--- src/sv/spq_pkg.sv ---
// Shared types and constants for the sorted priority queue.
// No dependencies; spq_cmp, sorted_priority_queue and spq_checker import this package.
`default_nettype none

package spq_pkg;

    // Store geometry
    localparam int DEPTH       = 16;
    localparam int VALUE_WIDTH = 32;
    localparam int IDX_W       = (DEPTH > 1) ? $clog2(DEPTH) : 1;
    localparam int CNT_W       = $clog2(DEPTH + 1);

    // Fixed field widths of the transaction payloads
    localparam int CMD_W    = 2;
    localparam int STATUS_W = 2;
    localparam int POS_W    = 4;
    localparam int COUNT_W  = 5;

    // Command codes
    typedef enum logic [CMD_W-1:0] {
        CMD_INSERT = 2'd0,
        CMD_REMOVE = 2'd1,
        CMD_FIND   = 2'd2
    } t_cmd;

    // Result status codes
    typedef enum logic [STATUS_W-1:0] {
        ST_DONE      = 2'd0,
        ST_NOT_FOUND = 2'd1,
        ST_FULL      = 2'd2
    } t_status;

    // Input transaction
    typedef struct packed {
        logic [CMD_W-1:0]              cmd;
        logic signed [VALUE_WIDTH-1:0] key_value;
    } t_req;

    // Result transaction
    typedef struct packed {
        logic [STATUS_W-1:0]           status;
        logic [POS_W-1:0]              position;
        logic signed [VALUE_WIDTH-1:0] head_value;
        logic [COUNT_W-1:0]            entry_count;
        logic                          is_empty;
    } t_rsp;

    // Comparator flags: stored entry versus key
    typedef struct packed {
        logic lt;
        logic eq;
    } t_cmp;

endpackage

`default_nettype wire

--- src/sv/spq_ram.sv ---
// Generic single-write, single-read RAM with registered read data.
// No dependencies.
`default_nettype none

module spq_ram #(
    parameter int WIDTH = 32,
    parameter int DEPTH = 16,
    parameter int ADDR_W = (DEPTH > 1) ? $clog2(DEPTH) : 1
) (
    input  wire logic              i_clk,
    input  wire logic              i_we,
    input  wire logic [ADDR_W-1:0] i_waddr,
    input  wire logic [WIDTH-1:0]  i_wdata,
    input  wire logic              i_re,
    input  wire logic [ADDR_W-1:0] i_raddr,
    output logic      [WIDTH-1:0]  o_rdata
);

    logic [WIDTH-1:0] r_mem [DEPTH];

    // Write port
    always_ff @(posedge i_clk) begin
        if (i_we) begin
            r_mem[i_waddr] <= i_wdata;
        end
    end

    // Registered read port
    always_ff @(posedge i_clk) begin
        if (i_re) begin
            o_rdata <= r_mem[i_raddr];
        end
    end

endmodule

`default_nettype wire

--- src/sv/spq_cmp.sv ---
// Shared signed comparator: one stored entry against the search key.
// Depends on spq_pkg.
`default_nettype none

module spq_cmp (
    input  wire logic signed [spq_pkg::VALUE_WIDTH-1:0] i_entry,
    input  wire logic signed [spq_pkg::VALUE_WIDTH-1:0] i_key,
    output spq_pkg::t_cmp                               o_res
);
    import spq_pkg::*;

    // Flag order of entry relative to key
    always_comb begin
        o_res.lt = (i_entry < i_key);
        o_res.eq = (i_entry == i_key);
    end

endmodule

`default_nettype wire

--- src/sv/sorted_priority_queue.sv ---
// Sorted priority queue top level: sequencer, entry RAM and shared comparator.
// Depends on spq_pkg, spq_ram and spq_cmp.
//
//   channel   | handshake        | payload | direction
//   ----------+------------------+---------+----------
//   command   | start / busy     | i_req   | in
//   result    | o_done (strobe)  | o_rsp   | out
//
// A command is taken when start is high and busy is low; busy stays high
// through the result strobe. The scan compares one entry at a time, and an
// insert or remove then moves entries one at a time, through the single RAM
// read port and the one comparator; the head is then read and the result
// shown. Synchronous active-low reset empties the queue; no clearing pass is
// needed. The result is shown for one cycle and cannot be stalled.
`default_nettype none

module sorted_priority_queue (
    input  wire logic          i_clk,
    input  wire logic          i_rst_n,
    input  wire logic          start,
    output logic               busy,
    input  wire spq_pkg::t_req i_req,
    output logic               o_done,
    output spq_pkg::t_rsp      o_rsp
);
    import spq_pkg::*;

    typedef enum logic [8:0] {
        S_IDLE     = 9'b000000001,
        S_SCAN     = 9'b000000010,
        S_CMP      = 9'b000000100,
        S_SHIFT_RD = 9'b000001000,
        S_SHIFT_WR = 9'b000010000,
        S_CLOSE_RD = 9'b000100000,
        S_CLOSE_WR = 9'b001000000,
        S_HEAD     = 9'b010000000,
        S_DONE     = 9'b100000000
    } t_state;

    t_state                  r_state, n_state;
    logic [CMD_W-1:0]        r_cmd, n_cmd;
    logic signed [VALUE_WIDTH-1:0] r_key, n_key;
    logic [CNT_W-1:0]        r_cnt, n_cnt;
    logic [CNT_W-1:0]        r_idx, n_idx;
    logic [IDX_W-1:0]        r_pos, n_pos;
    t_status                 r_status, n_status;

    logic                    ram_we;
    logic [IDX_W-1:0]        ram_waddr;
    logic [VALUE_WIDTH-1:0]  ram_wdata;
    logic                    ram_re;
    logic [IDX_W-1:0]        ram_raddr;
    logic [VALUE_WIDTH-1:0]  ram_rdata;
    t_cmp                    cmp_res;
    logic [CNT_W-1:0]        idx_inc;
    logic [CNT_W-1:0]        idx_dec;

    spq_ram #(
        .WIDTH (VALUE_WIDTH),
        .DEPTH (DEPTH)
    ) u_ram (
        .i_clk   (i_clk),
        .i_we    (ram_we),
        .i_waddr (ram_waddr),
        .i_wdata (ram_wdata),
        .i_re    (ram_re),
        .i_raddr (ram_raddr),
        .o_rdata (ram_rdata)
    );

    spq_cmp u_cmp (
        .i_entry (ram_rdata),
        .i_key   (r_key),
        .o_res   (cmp_res)
    );

    assign idx_inc = r_idx + 1'b1;
    assign idx_dec = r_idx - 1'b1;

    // Sequencer: scan, shift up or close the gap as needed, then read the head
    always_comb begin
        n_state   = r_state;
        n_cmd     = r_cmd;
        n_key     = r_key;
        n_cnt     = r_cnt;
        n_idx     = r_idx;
        n_pos     = r_pos;
        n_status  = r_status;
        ram_we    = 1'b0;
        ram_waddr = r_idx[IDX_W-1:0];
        ram_wdata = ram_rdata;
        ram_re    = 1'b0;
        ram_raddr = '0;

        unique case (r_state)
            S_IDLE: begin
                if (start) begin
                    n_cmd    = i_req.cmd;
                    n_key    = i_req.key_value;
                    n_idx    = '0;
                    n_pos    = '0;
                    n_status = ST_NOT_FOUND;
                    case (i_req.cmd) inside
                        CMD_INSERT: begin
                            if (r_cnt == CNT_W'(DEPTH)) begin
                                n_status = ST_FULL;
                                n_state  = S_HEAD;
                            end else begin
                                n_state = S_SCAN;
                            end
                        end
                        CMD_REMOVE, CMD_FIND: n_state = S_SCAN;
                        default:              n_state = S_HEAD;
                    endcase
                end
            end
            S_SCAN: begin
                if (r_idx == r_cnt) begin
                    // End of list: insert appends, lookups miss
                    if (r_cmd == CMD_INSERT) begin
                        n_pos   = r_idx[IDX_W-1:0];
                        n_idx   = r_cnt;
                        n_state = S_SHIFT_RD;
                    end else begin
                        n_state = S_HEAD;
                    end
                end else begin
                    ram_re    = 1'b1;
                    ram_raddr = r_idx[IDX_W-1:0];
                    n_state   = S_CMP;
                end
            end
            S_CMP: begin
                if (r_cmd == CMD_INSERT) begin
                    if (!cmp_res.lt) begin
                        n_pos   = r_idx[IDX_W-1:0];
                        n_idx   = r_cnt;
                        n_state = S_SHIFT_RD;
                    end else begin
                        n_idx   = idx_inc;
                        n_state = S_SCAN;
                    end
                end else if (cmp_res.eq) begin
                    n_pos    = r_idx[IDX_W-1:0];
                    n_status = ST_DONE;
                    if (r_cmd == CMD_REMOVE) begin
                        n_state = S_CLOSE_RD;
                    end else begin
                        n_state = S_HEAD;
                    end
                end else begin
                    n_idx   = idx_inc;
                    n_state = S_SCAN;
                end
            end
            S_SHIFT_RD: begin
                if (r_idx == CNT_W'(r_pos)) begin
                    // Gap reached: drop the key in
                    ram_we    = 1'b1;
                    ram_waddr = r_pos;
                    ram_wdata = r_key;
                    n_cnt     = r_cnt + 1'b1;
                    n_status  = ST_DONE;
                    n_state   = S_HEAD;
                end else begin
                    ram_re    = 1'b1;
                    ram_raddr = idx_dec[IDX_W-1:0];
                    n_state   = S_SHIFT_WR;
                end
            end
            S_SHIFT_WR: begin
                ram_we  = 1'b1;
                n_idx   = idx_dec;
                n_state = S_SHIFT_RD;
            end
            S_CLOSE_RD: begin
                if (idx_inc >= r_cnt) begin
                    n_cnt   = r_cnt - 1'b1;
                    n_state = S_HEAD;
                end else begin
                    ram_re    = 1'b1;
                    ram_raddr = idx_inc[IDX_W-1:0];
                    n_state   = S_CLOSE_WR;
                end
            end
            S_CLOSE_WR: begin
                ram_we  = 1'b1;
                n_idx   = idx_inc;
                n_state = S_CLOSE_RD;
            end
            S_HEAD: begin
                ram_re    = 1'b1;
                ram_raddr = '0;
                n_state   = S_DONE;
            end
            S_DONE: begin
                n_state = S_IDLE;
            end
            default: begin
                n_state = S_IDLE;
            end
        endcase
    end

    // Control state
    always_ff @(posedge i_clk) begin
        if (!i_rst_n) begin
            r_state <= S_IDLE;
            r_cnt   <= '0;
        end else begin
            r_state <= n_state;
            r_cnt   <= n_cnt;
        end
    end

    // Working registers of the current transaction
    always_ff @(posedge i_clk) begin
        r_cmd    <= n_cmd;
        r_key    <= n_key;
        r_idx    <= n_idx;
        r_pos    <= n_pos;
        r_status <= n_status;
    end

    // Result transaction
    always_comb begin
        busy              = (r_state != S_IDLE);
        o_done            = (r_state == S_DONE);
        o_rsp.status      = r_status;
        o_rsp.position    = POS_W'(r_pos);
        o_rsp.head_value  = (r_cnt != '0) ? ram_rdata : '0;
        o_rsp.entry_count = COUNT_W'(r_cnt);
        o_rsp.is_empty    = (r_cnt == '0);
    end

endmodule

`default_nettype wire

--- config.mk ---
export PLATFORM = sky130hd
export DESIGN_NAME = sorted_priority_queue
export DESIGN_NICKNAME = d
export VERILOG_FILES = /design/src/sv/spq_pkg.sv /design/src/sv/spq_ram.sv /design/src/sv/spq_cmp.sv /design/src/sv/sorted_priority_queue.sv
export SDC_FILE = /design/constraint.sdc
export NUM_CORES = 1
export LEC_CHECK = 0
export ABC_AREA = 1
export ABC_CLOCK_PERIOD_IN_PS = 3900
export BUFFER_PORTS_ARGS = -buffer_cell sky130_fd_sc_hd__buf_2
export CAP_MARGIN = 20
export CORE_ASPECT_RATIO = 1.75
export CORE_MARGIN = 10
export CORE_UTILIZATION = 45
export CTS_CLUSTER_SIZE = 10
export DETAILED_ROUTE_END_ITERATION = 7
export HOLD_SLACK_MARGIN = 0.06
export SLEW_MARGIN = 20
export SYNTH_ARGS = -nofsm -noshare
export SYNTH_HDL_FRONTEND = slang
export SYNTH_SLANG_ARGS = --single-unit
export TNS_END_PERCENT = 20
--- constraint.sdc ---
create_clock -name i_clk -period 3.9 [get_ports i_clk]
set_clock_uncertainty 0.15 [all_clocks]
set_input_delay 0.195 -clock i_clk [delete_from_list [all_inputs] [get_ports i_clk]]
set_output_delay 0.195 -clock i_clk [all_outputs]
set_load 0.05 [all_outputs]
==> out/metrics.json <==
{
  "outcome": {"value": "completed"},
  "yosys.cell_types.count": {"value": 40},
  "yosys_warnings": {"value": 0},
  "worst-r2r-setup-slack": {"value": 0.26, "unit": "ns"},
  "number_of_pins_with_negative_max_slew_slack_in_the_final_report": {"value": 0},
  "final-hold-violation-count": {"value": 0},
  "dr_total_vias": {"value": 19721},
  "finalWirelength": {"value": 77.7, "unit": "mm"},
  "dpl_worst_slack": {"value": 0.264, "unit": "ns"},
  "crit_required": {"value": 4.11, "unit": "ns"},
  "postSynthAreaPerCell": {"value": 10.3, "unit": "sq um"},
  "antenna_cells_inserted": {"value": 0},
  "crit_slowest_cell": {"value": "edfxtp_1"},
  "power.static_leakage": {"value": 13.3, "unit": "nW"},
  "final_nets": {"value": 2893},
  "power.density": {"value": 496, "unit": "mW/mm^2"},
  "max_freq": {"value": 0.275, "unit": "GHz"},
  "tightestPinTransition": {"value": 0.975, "unit": "ns"},
  "endpoint_kind": {"value": "flip-flop"},
  "critPathLaunchType": {"value": "flip-flop"},
  "die-area": {"value": 0.0714, "unit": "sq mm"},
  "layout-drive-gt1-share": {"value": 11.4, "unit": "%"},
  "fillCellCount": {"value": 5263},
  "yosys.area.top_type": {"value": "edfxtp_1"},
  "area_delta_synth_final": {"value": 16.0, "unit": "%"},
  "worst_path_largest_cell_delay": {"value": 0.65, "unit": "ns"},
  "path_cells": {"value": "inv_2 -> o21ai_0 -> o21a_1 -> inv_1 -> ha_1 -> nand2_1 -> nand2_1 -> a21oi_1 -> nand3_2 -> nand3_4 -> buf_12 -> buf_4 -> nand3_1 -> nand3_1 -> nand3_1 -> nand3_1 -> nand2_1"},
  "tritoncts": {"value": "built"},
  "boundaryPins": {"value": 83},
  "clock_path_buffers": {"value": 3},
  "synthesis.instances": {"value": 2653},
  "gr-total-overflow": {"value": 0},
  "slew-limit-headroom": {"value": 34.4, "unit": "%"},
  "leading_cell_types_in_the_layout_fill_and_taps_excluded": {"value": "nand2_1 (796), edfxtp_1 (589), nand3_1 (441)"},
  "final_cells": {"value": 3618},
  "start_util": {"value": 45.4, "unit": "%"},
  "firstDrtPassIters": {"value": 8},
  "totalNegativeSetupSlack": {"value": 0, "unit": "ns"},
  "placement_rows": {"value": 119},
  "layout.cells.most_common": {"value": "nand2_1"},
  "layout.cell_area.non_filler": {"value": 0.0317, "unit": "sq mm"},
  "r2r_cells": {"value": 17},
  "synth_top_cell_area_share": {"value": 64.7, "unit": "%"},
  "finalWorstSetupSlack": {"value": 0.262, "unit": "ns"},
  "seq_area_frac_synth": {"value": 65.7, "unit": "%"},
  "yosys-top-cells-area": {"value": "edfxtp_1 (65%), nand2_1 (11%), nand3_1 (8.2%)"},
  "synth.net_count": {"value": 2734},
  "number_of_failing_setup_endpoints_in_the_final_timing_report": {"value": 0},
  "drt.antenna.violating_nets": {"value": 0},
  "startpoint": {"value": "r_idx[2]$_DFFE_PP_"},
  "remaining_drc_errors": {"value": 0},
  "min_path_type": {"value": "in -> reg"},
  "floorplan.die.height": {"value": 346, "unit": "microns"},
  "core_area": {"value": 0.0602, "unit": "sq mm"},
  "timing.final.crit_share": {"value": 93.3, "unit": "%"},
  "initial_antenna_violation_count": {"value": 0},
  "die_w": {"value": 206, "unit": "microns"},
  "cts.htree.levels": {"value": 3},
  "timing.rr.end": {"value": "u_ram.o_rdata[14]$_DFFE_PP_"},
  "cts-buffers-inserted": {"value": 70},
  "post_synthesis_instance_area": {"value": 0.0273, "unit": "sq mm"},
  "clock_transition_at_path_regs": {"value": 0.06, "unit": "ns"},
  "finalCriticalPeriod": {"value": 3.64, "unit": "ns"},
  "placedInstanceArea": {"value": 0.0294, "unit": "sq mm"},
  "place.gp.congestion": {"value": 0.869},
  "vdd.ir_drop.worst": {"value": 0.451, "unit": "mV"},
  "vias_in_the_first_global_route": {"value": 19513},
  "worst-endpoint-arrival": {"value": 3.85, "unit": "ns"},
  "largest_net_degree_at_the_start_of_global_routing": {"value": 129},
  "crit_end": {"value": "u_ram.o_rdata[14]$_DFFE_PP_"},
  "cap_viol_max_count": {"value": 0},
  "rsz0062_at_grt": {"value": "no"},
  "route.detailed.wl_per_inst": {"value": 21.5, "unit": "microns"},
  "kind_of_critical_path": {"value": "reg -> reg"},
  "crit_fanout": {"value": 30},
  "grt_first_pass_wirelength": {"value": 118, "unit": "mm"},
  "finish.utilization": {"value": 52.7, "unit": "%"},
  "dp.final_hpwl": {"value": 45.1, "unit": "mm"},
  "regToRegStartpoint": {"value": "r_idx[2]$_DFFE_PP_"},
  "timing.critical_path.mode_cell": {"value": "nand3_1"},
  "first_iter_violations": {"value": 1688},
  "ctsRootBufferMaster": {"value": "clkbuf_16"},
  "via_density": {"value": 5.45},
  "globalRouteTotalUtil": {"value": 21.7, "unit": "%"},
  "clk_sinks": {"value": 603},
  "io_buffer_count": {"value": 82},
  "placedCellCount": {"value": 3488},
  "worstSkewPairLatency": {"value": 0.61, "unit": "ns"},
  "synth_seq_cells": {"value": 603}
}
cell type report:
cell class | count | area (sq um) | area share, %
Timing Repair Buffer | 225 | 1940 | 6.12
Clock buffer | 85 | 1830 | 5.77
Sequential cell | 603 | 18000 | 56.7
Tap cell | 786 | 983 | 3.10
Inverter | 355 | 1340 | 4.21
Clock inverter | 7 | 97.6 | 0.308
Multi-Input combinational cell | 1557 | 7560 | 23.8
worst min path at each step:
stage	start	endpoint	slack, ns	cells after the start
after CTS	i_req[13]	r_key[13]$_DFFE_PP_	0.12	2
after global routing	i_req[31]	r_key[31]$_DFFE_PP_	0.15	2
after floorplan	i_req[32]	r_cmd[0]$_DFFE_PP_	0.14	0
after global placement	i_req[31]	r_key[31]$_DFFE_PP_	0.22	1
final	i_req[28]	r_key[28]$_DFFE_PP_	0.15	2
after detailed placement	i_req[22]	r_key[22]$_DFFE_PP_	0.22	1
cell usage after synthesis:
library cell,count
inv_1,341
nor2_2,6
or2_1,1
a31oi_1,3
nand2_1,796
fa_1,1
o2111ai_1,1
nor2_4,2
a22oi_1,2
buf_1,5
buf_4,5
inv_2,14
ha_1,43
o21a_1,3
o21ai_0,46
dfxtp_1,14
a211oi_1,2
nand3_1,446
o22ai_1,3
nand2_4,1
a41oi_1,1
clkbuf_1,28
nor4_1,5
buf_2,98
xnor2_1,6
and3_1,1
nor3_1,12
edfxtp_1,589
nand2_2,5
nand3b_1,33
nand4_1,42
o211ai_1,1
nor2_1,51
buf_6,2
nand3_2,4
a21oi_1,33
xor2_1,3
o211ai_2,2
a221oi_1,1
or2_2,1
routing by layer:
layer	global-route usage, %	share of wire (%)
met1	25.5	37
met2	38.6	52
met3	2.98	6.8
met4	9.38	3.9
met5	0	0
power breakdown:
group	total [mW]	leakage [nW]	switching, mW	internal (mW)
Combinational	2.40	6.92	1.72	0.688
Clock	5.78	0.935	2.49	3.29
Sequential	7.53	5.43	0.151	7.38
Total	15.7	13.3	4.36	11.4
cell families (layout without fill, tap and decap cells):
logic type,count (synthesis),count (layout),share of synthesized area [%]
XOR/XNOR,9,9,0.288
adder cells (fa/ha/maj),44,44,2.04
AND/OR/NAND/NOR,1406,1406,22.6
flip-flops,603,603,65.7
AO/OA/AOI/OAI,98,98,1.99
buffers and inverters,493,672,7.34
sequential cells by signal, indices dropped and copies added (netlist names):
| name | flops |
|---|---|
| u_ram.o_rdata | 32 |
| r_key | 32 |
| r_cnt | 5 |
| r_cmd | 2 |
| r_status | 2 |
| r_state | 9 |
| r_pos | 4 |
| r_idx | 5 |
| u_ram.r_mem | 512 |
timing repair:
item / CTS / global route
endpoints found under the hold margin: 48 / 0
hold buffers: 36 / 0
resized for setup: 0 / 1
setup endpoints to repair: 0 / 7
buffers inserted: 0 / 2
stage by stage:
stage          hold slack [ns]  total power, mW
5_1_grt                  0.153             16.3
2_1_floorplan            0.144             9.09
4_1_cts                  0.121             15.8
6_report                 0.147             15.7
3_5_place_dp             0.223             10.0
3_3_place_gp             0.222             9.99
worst max-delay path, delay by kind of cell, from the launching register on:
kind                       cells  cell delay, ns
and+or+nand+nor                9            1.01
buffers and inverters          4            0.66
DFF                            1            0.65
AOI/OAI and AO/OA              3            0.58
adders and majority gates      1            0.30
No activity file was read; power rests on OpenSTA's default activity.
